File: config.mk
export PLATFORM = sky130hd
export DESIGN_NAME = json_string_unescape_utf8_core
export DESIGN_NICKNAME = d
export VERILOG_FILES = /design/src/hw/rtl/jsu_pkg.sv /design/src/hw/rtl/json_string_unescape_utf8_core.sv /design/src/hw/rtl/jsu_decode.sv /design/src/hw/rtl/jsu_burst.sv
export VERILOG_INCLUDE_DIRS = /design/src /design/src/hw/rtl
export SDC_FILE = /design/constraint.sdc
export NUM_CORES = 1
export LEC_CHECK = 0
export BUFFER_PORTS_ARGS = -buffer_cell sky130_fd_sc_hd__buf_2
export CAP_MARGIN = 20
export CORE_ASPECT_RATIO = 0.5
export CORE_UTILIZATION = 45
export DETAILED_ROUTE_END_ITERATION = 16
export SLEW_MARGIN = 40
export SYNTH_ARGS = -nofsm -noshare
export SYNTH_HDL_FRONTEND = slang
export SYNTH_HIERARCHICAL = 1
export SYNTH_SLANG_ARGS = --single-unit
export TNS_END_PERCENT = 10
File: constraint.sdc
create_clock -name clk -period 5.5 [get_ports clk]
set_input_delay 0.825 -clock clk [delete_from_list [all_inputs] [get_ports clk]]
set_output_delay 0.825 -clock clk [all_outputs]
set_load 0.005 [all_outputs]
File: src/hw/rtl/json_string_unescape_utf8_core_assert.svh
// Assertion macros for the unescaper RTL modules, used by jsu_burst.
`ifndef JSON_STRING_UNESCAPE_UTF8_CORE_ASSERT_SVH
`define JSON_STRING_UNESCAPE_UTF8_CORE_ASSERT_SVH

// Same-cycle implication, checked outside reset.
`define JSU_ASSERT_NOW(lbl, ante, cons, msg) \
	lbl: assert property (@(posedge clk) disable iff (!arst_n) (ante) |-> (cons)) \
		else $error(msg);

// Next-cycle implication, checked outside reset.
`define JSU_ASSERT_NEXT(lbl, ante, cons, msg) \
	lbl: assert property (@(posedge clk) disable iff (!arst_n) (ante) |=> (cons)) \
		else $error(msg);

`endif

File: src/hw/rtl/jsu_pkg.sv
// Shared types and constants of the JSON string unescaper.
package jsu_pkg;

	localparam logic [7:0] CH_QUOTE  = 8'h22;
	localparam logic [7:0] CH_BSLASH = 8'h5C;
	localparam logic [7:0] CH_CTRL_LIMIT = 8'h20;

	typedef enum logic [3:0] {
		E_NONE        = 4'd0,
		E_NO_OPEN     = 4'd1,
		E_UNTERM      = 4'd2,
		E_END_ESC     = 4'd3,
		E_SHORT_U     = 4'd4,
		E_BAD_HEX     = 4'd5,
		E_MISSING_LOW = 4'd6,
		E_BAD_LOW     = 4'd7,
		E_LONE_LOW    = 4'd8,
		E_BAD_ESC     = 4'd9,
		E_CTRL_CHAR   = 4'd10
	} err_t;

	// Everything one input byte produces: up to four output bytes plus status.
	typedef struct packed {
		logic [3:0][7:0] bytes;
		logic [2:0]      nb;
		logic            done;
		err_t            err;
	} result_t;

endpackage

File: src/hw/rtl/json_string_unescape_utf8_core.sv
// Top level of the JSON string unescaper: input register, decoder and result register.
// Each text byte transfer is captured in an input register, decoded from that register
// and its results (zero to four UTF-8 bytes, with string_done or error_code on the last one)
// land in a result register that sends one item per output transfer. A byte enters every
// cycle as long as each byte yields at most one item and out_ready stays high; a byte that
// decodes to several items holds the input side while the result register drains, and a
// byte that yields no item is consumed without loading the result register.
module json_string_unescape_utf8_core (
	input  logic       clk,
	input  logic       arst_n,
	input  logic       in_valid,
	output logic       in_ready,
	input  logic [7:0] in_byte,
	input  logic       end_of_text,
	output logic       out_valid,
	input  logic       out_ready,
	output logic [7:0] out_byte,
	output logic       byte_valid,
	output logic       string_done,
	output logic [3:0] error_code,
	output logic       last
);

	logic             valid_s1;
	logic [7:0]       byte_s1;
	logic             eot_s1;
	logic             free;
	logic             step;
	logic             emit;
	jsu_pkg::result_t res;

	assign step     = valid_s1 && free;
	assign in_ready = !valid_s1 || step;

	always_ff @(posedge clk or negedge arst_n) begin
		if (!arst_n) begin
			valid_s1 <= 1'b0;
		end else if (in_ready) begin
			valid_s1 <= in_valid;
		end
	end

	always_ff @(posedge clk) begin
		if (in_valid && in_ready) begin
			byte_s1 <= in_byte;
			eot_s1  <= end_of_text;
		end
	end

	jsu_decode u_decode (
		.clk         (clk),
		.arst_n      (arst_n),
		.step        (step),
		.in_byte     (byte_s1),
		.end_of_text (eot_s1),
		.res         (res),
		.emit        (emit)
	);

	jsu_burst u_burst (
		.clk         (clk),
		.arst_n      (arst_n),
		.load        (step && emit),
		.res         (res),
		.free        (free),
		.out_valid   (out_valid),
		.out_ready   (out_ready),
		.out_byte    (out_byte),
		.byte_valid  (byte_valid),
		.string_done (string_done),
		.error_code  (error_code),
		.last        (last)
	);

endmodule

File: src/hw/rtl/jsu_decode.sv
// Decoder state machine: consumes one text byte and yields its decoded bytes and status.
module jsu_decode (
	input  logic                clk,
	input  logic                arst_n,
	input  logic                step,
	input  logic [7:0]          in_byte,
	input  logic                end_of_text,
	output jsu_pkg::result_t    res,
	output logic                emit
);

	typedef enum logic [2:0] {
		M_START  = 3'd0,
		M_HUNT   = 3'd1,
		M_STR    = 3'd2,
		M_ESC    = 3'd3,
		M_HEX1   = 3'd4,
		M_NEEDBS = 3'd5,
		M_NEEDU  = 3'd6,
		M_HEX2   = 3'd7
	} mode_t;

	typedef struct packed {
		logic [3:0][7:0] bytes;
		logic [2:0]      nb;
	} utf8_t;

	mode_t       mode_q, mode_d;
	logic [1:0]  hex_count_q, hex_count_d;
	logic [15:0] code_accum_q, code_accum_d;
	logic [15:0] high_q, high_d;

	logic [4:0]  hx;
	logic [15:0] acc_new;
	logic [20:0] cp;
	logic        enc;
	utf8_t       utf;

	function automatic logic [4:0] hex_digit(input logic [7:0] b);
		logic [4:0] r;
		r = '0;
		if (b >= 8'h30 && b <= 8'h39) r = {1'b1, 4'(b - 8'h30)};
		else if (b >= 8'h61 && b <= 8'h66) r = {1'b1, 4'(b - 8'h57)};
		else if (b >= 8'h41 && b <= 8'h46) r = {1'b1, 4'(b - 8'h37)};
		return r;
	endfunction

	function automatic utf8_t utf8_encode(input logic [20:0] c);
		utf8_t u;
		u = '0;
		if (c < 21'h80) begin
			u.bytes[0] = c[7:0];
			u.nb = 3'd1;
		end else if (c < 21'h800) begin
			u.bytes[0] = {3'b110, c[10:6]};
			u.bytes[1] = {2'b10, c[5:0]};
			u.nb = 3'd2;
		end else if (c < 21'h10000) begin
			u.bytes[0] = {4'b1110, c[15:12]};
			u.bytes[1] = {2'b10, c[11:6]};
			u.bytes[2] = {2'b10, c[5:0]};
			u.nb = 3'd3;
		end else begin
			u.bytes[0] = {5'b11110, c[20:18]};
			u.bytes[1] = {2'b10, c[17:12]};
			u.bytes[2] = {2'b10, c[11:6]};
			u.bytes[3] = {2'b10, c[5:0]};
			u.nb = 3'd4;
		end
		return u;
	endfunction

	assign hx      = hex_digit(in_byte);
	assign acc_new = {code_accum_q[11:0], hx[3:0]};
	assign utf     = utf8_encode(cp);

	always_comb begin
		mode_d      = mode_q;
		hex_count_d = hex_count_q;
		code_accum_d = code_accum_q;
		high_d      = high_q;
		res         = '0;
		res.err     = jsu_pkg::E_NONE;
		cp          = '0;
		enc         = 1'b0;

		unique case (mode_q)
			M_STR: begin
				if (in_byte == jsu_pkg::CH_QUOTE) res.done = 1'b1;
				else if (in_byte == jsu_pkg::CH_BSLASH) mode_d = M_ESC;
				else if (in_byte < jsu_pkg::CH_CTRL_LIMIT) res.err = jsu_pkg::E_CTRL_CHAR;
				else begin
					res.bytes[0] = in_byte;
					res.nb = 3'd1;
				end
			end
			M_ESC: begin
				mode_d = M_STR;
				res.nb = 3'd1;
				unique case (in_byte)
					8'h22: res.bytes[0] = 8'h22;
					8'h5C: res.bytes[0] = 8'h5C;
					8'h2F: res.bytes[0] = 8'h2F;
					8'h62: res.bytes[0] = 8'h08;
					8'h66: res.bytes[0] = 8'h0C;
					8'h6E: res.bytes[0] = 8'h0A;
					8'h72: res.bytes[0] = 8'h0D;
					8'h74: res.bytes[0] = 8'h09;
					8'h75: begin
						res.nb = 3'd0;
						mode_d = M_HEX1;
						hex_count_d = 2'd0;
						code_accum_d = '0;
					end
					default: begin
						res.nb = 3'd0;
						res.err = jsu_pkg::E_BAD_ESC;
					end
				endcase
			end
			M_HEX1, M_HEX2: begin
				if (!hx[4]) begin
					res.err = jsu_pkg::E_BAD_HEX;
				end else begin
					code_accum_d = acc_new;
					if (hex_count_q != 2'd3) begin
						hex_count_d = hex_count_q + 2'd1;
					end else begin
						hex_count_d = 2'd0;
						if (mode_q == M_HEX1) begin
							if (acc_new[15:10] == 6'b110110) begin
								high_d = acc_new;
								mode_d = M_NEEDBS;
							end else if (acc_new[15:10] == 6'b110111) begin
								res.err = jsu_pkg::E_LONE_LOW;
							end else begin
								cp = {5'd0, acc_new};
								enc = 1'b1;
								mode_d = M_STR;
							end
						end else begin
							if (acc_new[15:10] != 6'b110111) begin
								res.err = jsu_pkg::E_BAD_LOW;
							end else begin
								// High bits come from the pending high surrogate.
								cp = 21'h10000 + {1'b0, high_q[9:0], acc_new[9:0]};
								enc = 1'b1;
								mode_d = M_STR;
							end
						end
					end
				end
			end
			M_NEEDBS: begin
				if (in_byte == jsu_pkg::CH_BSLASH) mode_d = M_NEEDU;
				else res.err = jsu_pkg::E_MISSING_LOW;
			end
			M_NEEDU: begin
				if (in_byte == 8'h75) begin
					mode_d = M_HEX2;
					hex_count_d = 2'd0;
					code_accum_d = '0;
				end else begin
					res.err = jsu_pkg::E_MISSING_LOW;
				end
			end
			M_HUNT: begin
				if (in_byte == jsu_pkg::CH_QUOTE) mode_d = M_STR;
			end
			default: begin
				if (in_byte == jsu_pkg::CH_QUOTE) mode_d = M_STR;
				else res.err = jsu_pkg::E_NO_OPEN;
			end
		endcase

		if (enc) begin
			res.bytes = utf.bytes;
			res.nb = utf.nb;
		end

		// The byte's own status wins over the end-of-text status.
		if (end_of_text && res.err == jsu_pkg::E_NONE && !res.done) begin
			case (mode_d)
				M_STR:                    res.err = jsu_pkg::E_UNTERM;
				M_ESC:                    res.err = jsu_pkg::E_END_ESC;
				M_HEX1:                   res.err = jsu_pkg::E_SHORT_U;
				M_NEEDBS, M_NEEDU, M_HEX2: res.err = jsu_pkg::E_MISSING_LOW;
				default:                  ;
			endcase
		end

		if (res.err != jsu_pkg::E_NONE) mode_d = end_of_text ? M_START : M_HUNT;
		else if (res.done || end_of_text) mode_d = M_START;
	end

	assign emit = (res.nb != 3'd0) || (res.err != jsu_pkg::E_NONE) || res.done;

	always_ff @(posedge clk or negedge arst_n) begin
		if (!arst_n) begin
			mode_q       <= M_START;
			hex_count_q  <= '0;
			code_accum_q <= '0;
			high_q       <= '0;
		end else if (step) begin
			mode_q       <= mode_d;
			hex_count_q  <= hex_count_d;
			code_accum_q <= code_accum_d;
			high_q       <= high_d;
		end
	end

endmodule

File: src/hw/rtl/jsu_burst.sv
// Result register that holds one byte's results and sends them out one item per transfer.
`include "json_string_unescape_utf8_core_assert.svh"

module jsu_burst (
	input  logic             clk,
	input  logic             arst_n,
	input  logic             load,
	input  jsu_pkg::result_t res,
	output logic             free,
	output logic             out_valid,
	input  logic             out_ready,
	output logic [7:0]       out_byte,
	output logic             byte_valid,
	output logic             string_done,
	output logic [3:0]       error_code,
	output logic             last
);

	logic            valid_q;
	logic [1:0]      idx_q;
	logic [1:0]      cnt_m1_q;
	logic [3:0][7:0] bytes_q;
	logic [2:0]      nb_q;
	logic            done_q;
	logic [3:0]      err_q;

	assign out_valid   = valid_q;
	assign last        = (idx_q == cnt_m1_q);
	assign byte_valid  = ({1'b0, idx_q} < nb_q);
	assign out_byte    = byte_valid ? bytes_q[idx_q] : 8'h00;
	assign string_done = last && done_q;
	assign error_code  = last ? err_q : 4'(jsu_pkg::E_NONE);
	assign free        = !valid_q || (out_ready && last);

	always_ff @(posedge clk or negedge arst_n) begin
		if (!arst_n) begin
			valid_q <= 1'b0;
			idx_q   <= '0;
		end else if (load) begin
			valid_q <= 1'b1;
			idx_q   <= '0;
		end else if (valid_q && out_ready) begin
			if (last) valid_q <= 1'b0;
			else idx_q <= idx_q + 2'd1;
		end
	end

	// Payload needs no reset; it is only looked at while valid_q is set.
	always_ff @(posedge clk) begin
		if (load) begin
			bytes_q  <= res.bytes;
			nb_q     <= res.nb;
			cnt_m1_q <= (res.nb == 3'd0) ? 2'd0 : 2'(res.nb - 3'd1);
			done_q   <= res.done;
			err_q    <= res.err;
		end
	end

	`JSU_ASSERT_NEXT(a_burst_continues, out_valid && out_ready && !last, out_valid && !$stable(idx_q), "burst ended before its last item")
	`JSU_ASSERT_NOW(a_status_only_single, out_valid && !byte_valid, last, "status-only item is not the last one")
	`JSU_ASSERT_NOW(a_status_on_last, out_valid && !last, error_code == 4'(jsu_pkg::E_NONE) && !string_done, "status seen before the last item")
	`JSU_ASSERT_NOW(a_done_no_error, out_valid && string_done, error_code == 4'(jsu_pkg::E_NONE), "string done together with an error")

endmodule
==> impl_metrics.csv <==
group,metric,value,unit
critical_path,cp-end-kind,"flop",
timing,timing.fmax,260,MHz
clock_tree,cts_buffers,9,
route,avgViaCountPerCell,6.18,
critical_path,rr_endpoint,"u_burst/idx_q[0]$_DFFE_PN0P_",
clock_tree,cts.sinks,82,
route,drt_iter0_drc,497,
grt,grt-ovfl-total,0,
power_and_ir_drop,p_sw_share,31.7,%
place,routabilityCongestion,0.931,
worst_hold_path,min-delay-path-class,"in2async",
power_and_ir_drop,internal_power,0.00144,W
critical_path,cpLargestDelayFamily,"compound AO/OA/AOI/OAI gates",
critical_path,r2r_cells,12,
route,drt-pass1-iter-count,5,
clock_tree,htree_levels,3,
yosys,synth_edf_count,51,
timing,relSlewSlack,41.5,%
critical_path,cp_slowest_cell,"a2111oi_4",
critical_path,max_stage_delay,0.66,ns
power_and_ir_drop,pwr_density_cell,381,nW/µm²
final_layout,final_nets,509,
route,drc,0,
floorplan,io_pins,30,
floorplan,dieHeight,76.5,µm
critical_path,worstSetupStartpointType,"flop",
clock_tree,hold_buffers,0,
critical_path,r2r_setup_slack,1.66,ns
timing,tightest_slew,0.875,ns
critical_path,cp_cell_sequence,"inv_1 -> ha_1 -> o21bai_4 -> a2111oi_4 -> o21ai_2 -> o31ai_2 -> nand3_1 -> a2111oi_4 -> nand3b_1 -> and3_4 -> nor2b_1 -> mux2_2",
final_layout,layout_common_cells,"51 x edfxtp_1, 36 x nand2_1, 33 x nor2_1, 31 x dfrtp_1",
timing,min_period,3.84,ns
critical_path,path_class,"reg2reg",
critical_path,crit_path_max_fanout,47,
route,post_drt_wl_per_cell,20.3,µm
timing,fin_tns_setup,0,ns
timing,setup_viol,0,
grt,grt_pass1_wl,20000,µm
critical_path,cp_common_cell,"a2111oi_4",
place,port_buffers,29,
final_layout,fin_cells,633,
grt,first_global_vias,3486,
place,placedCellCount,616,
yosys,synth-seq-cells,82,
floorplan,core,10500,µm²
yosys,synthArstFlopShare,37.8,%
yosys,yosysWarnings,6,
final_layout,area_delta_synth_final,11.0,%
route,via_count,3913,
timing,hold_viol,0,
job,maxCapViolations,0,
yosys,synthesis.area,5000,µm²
timing,rsz0062_at_grt,"no",
place,dp_hpwl,9420,µm
final_layout,layout-drive-gt1-share,17.6,%
yosys,syn_inst,469,
critical_path,worstPathArrival,4.12,ns
grt,grt_start_max_net_pins,48,
floorplan,dieArea,11600,µm²
floorplan,start_util,47.6,%
floorplan,die_x,151,µm
grt,grt_usage,23.5,%
clock_tree,cts_max_path_buffers,2,
power_and_ir_drop,p_clk_share,29.3,%
power_and_ir_drop,irDropWorstVdd,0.000158,V
clock_tree,cts_root_buffer,"clkbuf_16",
timing,drv_slew,0,
final_layout,diodes,0,
route,antenna_left,0,
route,routed_wl,12900,µm
clock_tree,clk_latency,0.34,ns
clock_tree,cts_tree,"done",
critical_path,crit_buf_inv,1,
clock_tree,clkSlewWorstSetupHoldPaths,0.06,ns
timing,clock_skew,0.00710,ns
power_and_ir_drop,power_frac_comb,27.1,%
clock_tree,cts_resized,0,
final_layout,mostFrequentLayoutCell,"edfxtp_1",
power_and_ir_drop,p_leak,2.25,nW
critical_path,required,5.78,ns
yosys,synth_seq_area_share,46.2,%
floorplan,rows,26,
timing,min_period_over_period,69.8,%
power_and_ir_drop,p_switching,0.000671,W
clock_tree,post_cts_buffers,0,
yosys,ys.flop_type,"edfxtp_1",
outcome,outcome,"complete, no violations",
critical_path,timing.rr.start,"byte_s1[0]$_DFFE_PP_",
yosys,synthDistinctLibCells,84,
power_and_ir_drop,seqPwrFrac,43.6,%
yosys,synth_area_per_cell,10.7,µm²
grt,antenna_found_initial,0,
[power groups by stage]
stage / logic (W) / clock network (W) / registers [W]
after floorplan: 0.000465 / 0 / 0.000861
after global placement: 0.000563 / 0 / 0.000933
after detailed placement: 0.000571 / 0 / 0.000936
after CTS: 0.000573 / 0.000633 / 0.000923
after global routing: 0.000635 / 0.000659 / 0.000944
final: 0.000573 / 0.000621 / 0.000922
[area by class of cell]
cell class              count  area (µm²)
clock buffers              10         239
clock inverters             6        72.6
fillers                   929        4960
inverters                  15        56.3
multi-input cells         347        2500
flip-flops and latches     82        2310
well taps                 140         175
repair buffers             33         195
[worst register-to-register path, delay by kind of cell, from the launching register on]
kind,cells,cell delay [ns]
buffers and inverters,1,0.16
multiplexers,1,0.16
adder cells (fa/ha/maj),1,0.27
flip-flops,1,0.49
AND/OR/NAND/NOR,4,0.86
AO/OA/AOI/OAI,5,1.84
[synth_stat cells (13+ instances only)]
cell type | count | share of area (%)
a22o_1 | 14 | 2.5
inv_1 | 15 | 1.1
dfrtp_1 | 31 | 16
and3_1 | 14 | 1.8
a21oi_1 | 13 | 1.3
edfxtp_1 | 51 | 31
nand2_1 | 36 | 2.7
o21ai_0 | 29 | 2.9
nor2_1 | 33 | 2.5
nand3_1 | 21 | 2.1
[through the flow]
stage               total power, W  hold WS (ns)  utilization [%]  worst slack (ns)  cell area (µm²)
global route               0.00224         0.366             52.8              1.35             5550
floorplan                  0.00133         0.450                -              1.64             5000
detailed placement         0.00151         0.494             49.5              1.71             5210
finish                     0.00212         0.360             52.8              1.66             5550
global placement           0.00150         0.485             49.5              1.64             5200
CTS                        0.00213         0.514             52.5              1.68             5520
[registers in the layout, indices dropped and copies added, names as in the netlist]
signal                 count
u_decode/high_q           10
u_burst/err_q              4
u_burst/done_q             1
u_burst/out_valid          1
byte_s1                    8
u_decode/mode_q            3
eot_s1                     1
u_burst/nb_q               3
u_burst/bytes_q           32
u_burst/cnt_m1_q           2
u_decode/code_accum_q     12
u_burst/idx_q              2
u_decode/hex_count_q       2
valid_s1                   1
[routing by layer]
| layer | share of wire (%) | global-route usage [%] |
|---|---|---|
| met1 | 49 | 36.9 |
| met2 | 40 | 31.3 |
| met3 | 9.9 | 6.71 |
| met4 | 0.59 | 4.60 |
| met5 | 0 | 0 |
[worst max path at each step]
stage                                     from                      endpoint  slack, ns  depth (start not counted)
after floorplan           byte_s1[0]$_DFFE_PP_  u_burst/idx_q[1]$_DFFE_PN0P_       1.64                         12
after global placement    byte_s1[0]$_DFFE_PP_  u_burst/idx_q[0]$_DFFE_PN0P_       1.64                         12
after detailed placement  byte_s1[0]$_DFFE_PP_  u_burst/idx_q[0]$_DFFE_PN0P_       1.71                         12
after CTS                 byte_s1[0]$_DFFE_PP_  u_burst/idx_q[0]$_DFFE_PN0P_       1.68                         12
after global routing      byte_s1[0]$_DFFE_PP_  u_burst/idx_q[0]$_DFFE_PN0P_       1.35                         12
final                     byte_s1[0]$_DFFE_PP_  u_burst/idx_q[0]$_DFFE_PN0P_       1.66                         12
[cells by family (layout without fill, tap and decap cells)]
| logic type | count (synthesis) | in the layout | synth area share (%) |
|---|---|---|---|
| AO/OA/AOI/OAI | 127 | 127 | 19.5 |
| flip-flops | 82 | 82 | 46.2 |
| buffers and inverters | 42 | 64 | 4.18 |
| multiplexers | 25 | 25 | 7.36 |
| XOR/XNOR | 6 | 6 | 1.35 |
| AND/OR/NAND/NOR | 178 | 178 | 19.4 |
| other | 1 | 3 | 0.0750 |
| adder cells (fa/ha/maj) | 8 | 8 | 2.00 |
Note: power is estimated with default switching activity, not from simulation.
